[src/rtl/core/sxd_pkg.sv]
// Shared constants and types for the sync/XOR frame deframer.
package sxd_pkg;

	localparam logic [7:0] SYNC_FIRST      = 8'hAA;
	localparam logic [7:0] SYNC_SECOND     = 8'h33;
	localparam logic [7:0] LENGTH_AT_RESET = 8'd134;

	// Result event codes
	localparam logic [1:0] EV_NONE    = 2'd0;
	localparam logic [1:0] EV_PAYLOAD = 2'd1;
	localparam logic [1:0] EV_ACCEPT  = 2'd2;
	localparam logic [1:0] EV_REJECT  = 2'd3;

	// Frame phase codes
	localparam logic [2:0] PH_HUNT    = 3'd0;
	localparam logic [2:0] PH_SYNC2   = 3'd1;
	localparam logic [2:0] PH_PAYLOAD = 3'd2;
	localparam logic [2:0] PH_CHK_HI  = 3'd3;
	localparam logic [2:0] PH_CHK_LO  = 3'd4;

	typedef struct packed {
		logic [1:0] event_res;
		logic [7:0] payload_byte;
		logic       payload_last;
	} sxd_result_t;

endpackage

[src/rtl/core/sxd_fsm.sv]
// Frame state machine: sync hunt, payload count, XOR check and trailer compare.
module sxd_fsm import sxd_pkg::*; (
	input  logic        clk,
	input  logic        arst_n,
	input  logic        step_en,
	input  logic [7:0]  rx_byte,
	input  logic [7:0]  frame_len,
	output sxd_result_t result
);

	logic [2:0] phase_q, phase_d;
	logic [7:0] xor_sum_q, xor_sum_d;
	logic [7:0] byte_count_q, byte_count_d;
	logic [7:0] check_high_q, check_high_d;
	logic [7:0] count_inc;

	assign count_inc = byte_count_q + 8'd1;

	// Work out the next state and the result for the byte at hand
	always_comb begin
		phase_d      = phase_q;
		xor_sum_d    = xor_sum_q;
		byte_count_d = byte_count_q;
		check_high_d = check_high_q;
		result       = '{event_res: EV_NONE, payload_byte: 8'd0, payload_last: 1'b0};
		case (phase_q)
			PH_HUNT: begin
				if (rx_byte == SYNC_FIRST) begin
					phase_d   = PH_SYNC2;
					xor_sum_d = xor_sum_q ^ rx_byte;
				end
			end
			PH_SYNC2: begin
				if (rx_byte == SYNC_SECOND) begin
					phase_d      = PH_PAYLOAD;
					byte_count_d = 8'd0;
					xor_sum_d    = xor_sum_q ^ rx_byte;
				end else begin
					// drop back to hunting; this byte is not rechecked
					phase_d   = PH_HUNT;
					xor_sum_d = 8'd0;
				end
			end
			PH_PAYLOAD: begin
				xor_sum_d           = xor_sum_q ^ rx_byte;
				byte_count_d        = count_inc;
				result.event_res    = EV_PAYLOAD;
				result.payload_byte = rx_byte;
				if (count_inc == frame_len) begin
					phase_d             = PH_CHK_HI;
					result.payload_last = 1'b1;
				end
			end
			PH_CHK_HI: begin
				check_high_d = rx_byte;
				phase_d      = PH_CHK_LO;
			end
			PH_CHK_LO: begin
				if (check_high_q == xor_sum_q && rx_byte == 8'd0) begin
					result.event_res = EV_ACCEPT;
				end else begin
					result.event_res = EV_REJECT;
				end
				// re-examine the low trailer byte as a first sync byte
				if (rx_byte == SYNC_FIRST) begin
					phase_d   = PH_SYNC2;
					xor_sum_d = rx_byte;
				end else begin
					phase_d   = PH_HUNT;
					xor_sum_d = 8'd0;
				end
			end
			default: begin
				phase_d = phase_q;
			end
		endcase
	end

	// Advance the state once per transaction
	always_ff @(posedge clk or negedge arst_n) begin
		if (!arst_n) begin
			phase_q      <= PH_HUNT;
			xor_sum_q    <= 8'd0;
			byte_count_q <= 8'd0;
			check_high_q <= 8'd0;
		end else if (step_en) begin
			phase_q      <= phase_d;
			xor_sum_q    <= xor_sum_d;
			byte_count_q <= byte_count_d;
			check_high_q <= check_high_d;
		end
	end

endmodule

[src/rtl/core/sync_xor_frame_deframer_top.sv]
// Sync/XOR frame deframer: top level with input, output and length registers.
//
// Usage:
//   Input channel (in_valid, in_stall, rx_byte) carries one received byte per
//   transaction. Output channel (out_valid, out_stall, event_res, payload_byte,
//   payload_last) carries exactly one result per input byte, in order.
//   event_res: 0 nothing, 1 payload byte, 2 frame accepted, 3 checksum rejected.
//   cfg_wr_en/cfg_wr_data write the payload length (0 means 256 bytes); write
//   it only while the block holds no byte.
// Path: an accepted byte passes through the input register, then the result
//   register, where its result waits until the receiver takes it.
// Throughput: one byte per cycle while the output is not stalled, set by the
//   frame state machine between the two registers.
// Reset: clears both registers' valid flags, returns the machine to sync hunt
//   with a zero XOR sum and loads a payload length of 134.
// Stall: a stalled result holds; the input register still fills behind it,
//   and in_stall rises only when both the input and result registers are full.
module sync_xor_frame_deframer_top import sxd_pkg::*; (
	input  logic       clk,
	input  logic       arst_n,
	input  logic       in_valid,
	output logic       in_stall,
	input  logic [7:0] rx_byte,
	output logic       out_valid,
	input  logic       out_stall,
	output logic [1:0] event_res,
	output logic [7:0] payload_byte,
	output logic       payload_last,
	input  logic       cfg_wr_en,
	input  logic [7:0] cfg_wr_data
);

	logic        valid_s1;
	logic [7:0]  rx_byte_s1;
	logic        out_valid_q;
	sxd_result_t result_q;
	sxd_result_t step_result;
	logic        out_load;
	logic        advance;
	logic [7:0]  frame_len_q;

	assign out_load = !out_valid_q || !out_stall;
	assign advance  = valid_s1 && out_load;
	assign in_stall = valid_s1 && !out_load;

	// Hold the configured payload length
	always_ff @(posedge clk or negedge arst_n) begin
		if (!arst_n) begin
			frame_len_q <= LENGTH_AT_RESET;
		end else if (cfg_wr_en) begin
			frame_len_q <= cfg_wr_data;
		end
	end

	// Input register: take a transaction whenever the stage is free or draining
	always_ff @(posedge clk or negedge arst_n) begin
		if (!arst_n) begin
			valid_s1 <= 1'b0;
		end else if (!in_stall) begin
			valid_s1 <= in_valid;
		end
	end

	always_ff @(posedge clk) begin
		if (in_valid && !in_stall) begin
			rx_byte_s1 <= rx_byte;
		end
	end

	sxd_fsm u_fsm (
		.clk       (clk),
		.arst_n    (arst_n),
		.step_en   (advance),
		.rx_byte   (rx_byte_s1),
		.frame_len (frame_len_q),
		.result    (step_result)
	);

	// Result register: load when empty or when the receiver takes the current one
	always_ff @(posedge clk or negedge arst_n) begin
		if (!arst_n) begin
			out_valid_q <= 1'b0;
		end else if (out_load) begin
			out_valid_q <= valid_s1;
		end
	end

	always_ff @(posedge clk) begin
		if (advance) begin
			result_q <= step_result;
		end
	end

	assign out_valid    = out_valid_q;
	assign event_res    = result_q.event_res;
	assign payload_byte = result_q.payload_byte;
	assign payload_last = result_q.payload_last;

endmodule

[config.mk]
export PLATFORM = sky130hd
export DESIGN_NAME = sync_xor_frame_deframer_top
export DESIGN_NICKNAME = d
export VERILOG_FILES = /design/src/rtl/core/sxd_pkg.sv /design/src/rtl/core/sxd_fsm.sv /design/src/rtl/core/sync_xor_frame_deframer_top.sv
export SDC_FILE = /design/constraint.sdc
export NUM_CORES = 1
export LEC_CHECK = 0
export BUFFER_PORTS_ARGS = -buffer_cell sky130_fd_sc_hd__buf_2
export CAP_MARGIN = 20
export CORE_UTILIZATION = 46
export CTS_CLUSTER_SIZE = 40
export DETAILED_ROUTE_END_ITERATION = 8
export GPL_TIMING_DRIVEN = 0
export MAX_ROUTING_LAYER = met4
export PLACE_DENSITY = 0.65
export SLEW_MARGIN = 20
export SYNTH_ARGS = -nofsm -noshare
export SYNTH_HDL_FRONTEND = slang
export SYNTH_SLANG_ARGS = --single-unit
[constraint.sdc]
create_clock -name clk -period 2.43 [get_ports clk]
set_input_delay 0.243 -clock clk [delete_from_list [all_inputs] [get_ports clk]]
set_output_delay 0.243 -clock clk [all_outputs]
set_load 0.005 [all_outputs]
---- After elaboration in Yosys (flattened, before gate mapping) ----
Cells that the tools add are included.
word-level totals
  flip-flop bits (word level) ............. 56
  latch bits .............................. 0
  bits in writable memories ............... 0
  bits in read-only memories .............. 0
  bits of input ports ..................... 21
  output and inout port bits .............. 13
  logic and storage cells ................. 56
  memories kept ........................... 0
cells by class
  add/subtract/negate cells ............... 1
  multipliers ............................. 0
  div/mod/pow operators ................... 0
  order comparisons ....................... 0
  eq/ne operators ......................... 11
  shift operators ......................... 0
  multiplexer cells ....................... 14
  bitwise operators ....................... 1
  reductions and logical operators ........ 18
operators by type and width
  operator             number
  $mux 8               4
  $pmux 8 s4           1
  $eq 8x8->1           2
  $pmux 8 s2           1
  $pmux 3 s5           1
  $add 8x1->8 const B  1
  $eq 8x6->1 const B   1
  $eq 8x8->1 const B   1
  $logic_not 8->1      1
  $xor 8x8->8          1
  $eq 3x2->1 const B   2
  $mux 3               2
  $ne 2x1->1 const B   3
  $reduce_and 3->1     2
  $reduce_bool 5->1    1
  $logic_and 1x1->1    4
  $logic_not 1->1      4
  $pmux 2 s2           1
  $reduce_and 4->1     1
  $reduce_bool 4->1    1
  $eq 3x1->1 const B   1
  $eq 3x3->1 const B   1
  $logic_not 3->1      1
  $mux 1               3
  4 further kinds      4

---- Longest topological paths before layout ----
  depth in word-level cells ............... 6
  depth in mapped cells ................... 7
  mapped depth without buffers ............ 6

---- Cells and area by module ----
From an unflattened synthesis, not the netlist that was laid out.
second synthesis, totals
  cells, all modules ...................... 226
  area, all modules ....................... 2671.3 um^2
modules (own cells, without submodules)
  module                       times used  cells each  area an instance (um^2)  seq. area each (um^2)
  sxd_fsm                      1           182         1679.1                   675.6
  sync_xor_frame_deframer_top  1           44          992.2                    824.5

---- Worst setup path after synthesis ----
Ideal clock, no wire load.
  path kind ............................... reg2reg
  start ................................... register out_valid_q (netlist: out_valid)
  end ..................................... register u_fsm.check_high_q[0]
  library setup time ...................... 0.125 ns
  data arrival time ....................... 1.894 ns
  data required time ...................... 2.305 ns
  slack ................................... 0.411 ns
  cell stages (with the launch flop) ...... 6
  buffers on the path ..................... 1
  clock period less this slack ............ 2.019 ns
  path through ............................ dfrtp_1 a21boi_2 nor2b_1 and3_1 buf_4 mux2_2
between the ends
  word-level cells in the longest chain between the ends .. 4
RTL lines
  item                        RTL line                           text
  start, declared             sync_xor_frame_deframer_top.sv:35  logic out_valid_q;
  start signal, assigned      sync_xor_frame_deframer_top.sv:84  out_valid_q <= valid_s1;
  $logic_not 1->1             sync_xor_frame_deframer_top.sv:42  assign out_load = !out_valid_q || !out_stall;
  $logic_or 1x1->1            sync_xor_frame_deframer_top.sv:42
  $logic_and 1x1->1           sync_xor_frame_deframer_top.sv:43  assign advance = valid_s1 && out_load;
  via advance                 sync_xor_frame_deframer_top.sv:39  logic advance;
  $reduce_and 2->1 (no line)  n/a
  end signal, assigned        sxd_fsm.sv:90                      check_high_q <= check_high_d;
  end, declared               sxd_fsm.sv:14                      logic [7:0] check_high_q, check_high_d;
The timed path passes the listed nets, and every way through them passes these cells.
A chain may end at the register's enable or synchronous reset.

---- Worst setup path in the final report ----
  start ................................... register out_valid_q (netlist: out_valid)
  end ..................................... register u_fsm.xor_sum_q[4]
between the ends
  word-level cells in the longest chain between the ends .. 4
RTL lines
  item                        RTL line                           text
  $logic_not 1->1             sync_xor_frame_deframer_top.sv:42
  $logic_or 1x1->1            sync_xor_frame_deframer_top.sv:42
  $logic_and 1x1->1           sync_xor_frame_deframer_top.sv:43
  via advance                 sync_xor_frame_deframer_top.sv:39
  $reduce_and 3->1 (no line)  n/a
  end signal, assigned        sxd_fsm.sv:88                      xor_sum_q <= xor_sum_d;
  end, declared               sxd_fsm.sv:12                      logic [7:0] xor_sum_q, xor_sum_d;
The timed path passes the listed nets, and every way through them passes these cells.

==> results.cfg <==
[critical_path]
critPathRequiredTime_ns = 2.63
cpLargestDelayFamily = compound AO/OA/AOI/OAI gates
worst_path_max_delay_cell = sky130_fd_sc_hd__a21boi_4
crit_path_end_kind = flip-flop
path_cells = a21boi_4 -> nand3_1 -> a21oi_1 -> buf_2 -> o21ai_1 -> a22o_1
critical_path_peak_fanout = 20
crit_path_max_incr_delay_ns = 0.56
worst-setup-path-type = flip-flop to flip-flop
cp.arrival_ns = 2.39
cp-start-kind = flip-flop
critical_path_buf_inv_count = 1

[floorplanning]
die_h_um = 80.1
die_area_um2 = 6420
io-pin-count = 34
core_region_area_um2 = 5920
starting_density_of_the_core = 0.474
placement_rows = 28
floorplan.die.width_um = 80.1

[clocking]
clock_tree.buffer_depth = 2
tritoncts.num_buffers = 5
clockRootBuffer = sky130_fd_sc_hd__clkbuf_8
clock_latency_ns = 0.31
worst_setup_hold_path_clk_slew_ns = 0.10
post_cts.resized_instances = 1
tritoncts = built
ctsHoldBuffers = 0
postCtsSetupBuffers = 0
numClockSinks = 56
cts_htree_levels = 2

[worst_hold_path]
hold_class = input pin to asynchronous set/reset pin

[global_routing]
grt_pass1_wl_mm = 8.78
globalRouteOverflowTotal = 0
vias_in_the_first_global_route = 1793
grt_use_total = 0.186
maximum_number_of_pins_on_one_net_before_global_route_repair = 38
number_of_antenna_violations_at_the_first_check_in_global_routing = 0

[timing]
timing.final.crit_share = 0.900
finalWorstSetupSlack_ns = 0.242
finalHoldViolations = 0
fin_worst_skew_ns = 0.00854
worst-slew-pin-transition_ns = 0.827
rsz_0062_raised_after_global_routing = no
final_period_minus_worst_setup_slack_ns = 2.19
fmax_mhz = 457
timing.max_slew.rel_slack = 0.448
slew_violations = 0
fin_tns_setup_ns = 0
report.final.setup_viol = 0

[layout]
fin_util = 0.538
layout-drive-gt1-share = 0.272
fin_cells = 358
fin_nets = 304
antenna_cells = 0
area_delta_synth_final_pct = 13.4

[synth]
synth.ff_latch_count = 56
synth_nets = 265
synthCells = 243
ys_types = 48
dominantRegCellSynth = sky130_fd_sc_hd__dfrtp_1
synth.cell_area_um2 = 2810
synth.avg_cell_area_um2 = 11.6
postSynth.asyncResetShare = 0.661
ys.warnings.count = 0
number_of_synthesized_flops_with_an_enable_pin = 19
yosysSeqAreaShare = 0.534

[placed_design]
numPortBuffers = 32
dpl.cell_count = 350
gp_congestion = 0.848
dpl.hpwl_mm = 3.67
place_ws_ns = -0.0650

[power_and_ir_drop]
power.density_nw_per_um2 = 584
vdd.ir_drop.worst_v = 0.000327
leak_pwr_uw = 0.00139
fin_total_pwr_uw = 1860

[run_status]
failing_checks = design-rule violations
run_status = finished, violations left

[route]
via_count = 1985
drt-vias-per-instance = 5.54
ant_nets = 0
drt-total-wl_mm = 5.28
route.detailed.drc = 1
wire_per_inst_um = 14.7
drt_iter0_drc = 120
detailedRoute.firstPassIterationCount = 6

[job]
maximum_capacitance_violations = 0
## layout by cell type (no fill, tap or decap), types with 8 or more instances in the layout
cell type                  count
sky130_fd_sc_hd__dfrtp_1      34
sky130_fd_sc_hd__o21ai_0       8
sky130_fd_sc_hd__xor2_1       11
sky130_fd_sc_hd__mux2_2       16
sky130_fd_sc_hd__o21ai_1      15
sky130_fd_sc_hd__buf_2        36
sky130_fd_sc_hd__edfxtp_1     19
sky130_fd_sc_hd__and2_1       10
sky130_fd_sc_hd__a21oi_1       8
sky130_fd_sc_hd__a22o_1        8
sky130_fd_sc_hd__nand2b_1      8
sky130_fd_sc_hd__nor2b_1      11
sky130_fd_sc_hd__nor2_1        9
## cells by family (layout without fill, tap and decap cells)
kind of cell	after synthesis	count (layout)	share of synthesized area
AO/OA/AOI/OAI	60	60	0.143
XOR/XNOR	17	17	0.0530
adder cells (fa/ha/maj)	1	1	0.00446
buffers and inverters	15	55	0.0259
flip-flops	56	56	0.534
multiplexers	16	16	0.0642
AND/OR/NAND/NOR	78	78	0.175
## per-layer routing
layer  track usage  routed length (um)
met1         0.264                2590
met2         0.274                2450
met3        0.0273                 208
met4        0.0589                  38
met5             -                   0
## cell usage after synthesis (all sizes together) (2+ instances only)
cell     n  area share
nor2b   11       0.025
or3      2      0.0045
and3     2      0.0045
o31ai    3      0.0080
dfstp    3       0.028
edfxtp  19        0.20
nand2b   8       0.018
a211o    2      0.0062
nand4    6       0.016
buf      6       0.014
a21o     3      0.0080
dfrtp   34        0.30
clkbuf   7      0.0094
nor2     9       0.012
nor3     3      0.0053
a32oi    2      0.0062
inv      2      0.0027
xnor2    6       0.019
nor3b    2      0.0053
o21ai   27       0.053
nand3    6       0.011
mux2    16       0.064
nand2    7      0.0094
and2    10       0.022
a22o     8       0.025
xor2    11       0.034
nor4     6       0.016
a21oi    9       0.017
## report_power, final
group	switching [uW]	leakage [uW]	total, uW	internal [uW]
Clock	318	0.0000600	631	313
Combinational	79.5	0.000652	156	76.3
Sequential	42.0	0.000674	1070	1030
Total	440	0.00139	1860	1420
## state kept, by name (all words and copies together) (netlist names)
register,cells
out_valid,1
event_res,2
rx_byte_s1,8
payload_byte,8
u_fsm.phase_q,3
u_fsm.xor_sum_q,8
payload_last,1
u_fsm.check_high_q,8
u_fsm.byte_count_q,8
frame_len_q,8
valid_s1,1
## worst reg2reg max path, cell delays in order (launching register included)
cell	delay, ns
sky130_fd_sc_hd__dfrtp_1	0.44
sky130_fd_sc_hd__a21boi_4	0.56
sky130_fd_sc_hd__nand3_1	0.15
sky130_fd_sc_hd__a21oi_1	0.34
sky130_fd_sc_hd__buf_2	0.27
sky130_fd_sc_hd__o21ai_1	0.09
sky130_fd_sc_hd__a22o_1	0.24
## layout make-up
type	instances	area (um2)
plain buffers	13	65.1
clock buffers	5	68.8
clock inverters	3	46.3
fillers	526	2740
inverters	2	7.51
multi-input cells	172	1240
flip-flops and latches	56	1500
well taps	75	93.8
repair buffers	32	160
## path summary, 6_finish.rpt
check                                start               endpoint  slack, ns  cells past startpoint
worst max-delay path             out_valid     u_fsm.xor_sum_q[4]       0.24                      6
worst min-delay path                arst_n       u_fsm.phase_q[2]       0.01                      1
worst max register to register   out_valid     u_fsm.xor_sum_q[4]       0.24                      6
worst min register to register    valid_s1              out_valid       0.49                      1
max in group asynchronous           arst_n  u_fsm.check_high_q[6]       1.89                      1
min in group clk                rx_byte[1]          rx_byte_s1[1]       0.10                      1
## per-stage QoR
stage | area, um2 | hold WS (ns)
3_3_place_gp | 3060 | 0.394
6_report | 3180 | 0.0101
4_1_cts | 3180 | 0.0597
3_5_place_dp | 3060 | 0.401
2_1_floorplan | 2810 | -0.0526
5_1_grt | 3180 | 0.0889
Power figures use the tool's default switching activity.
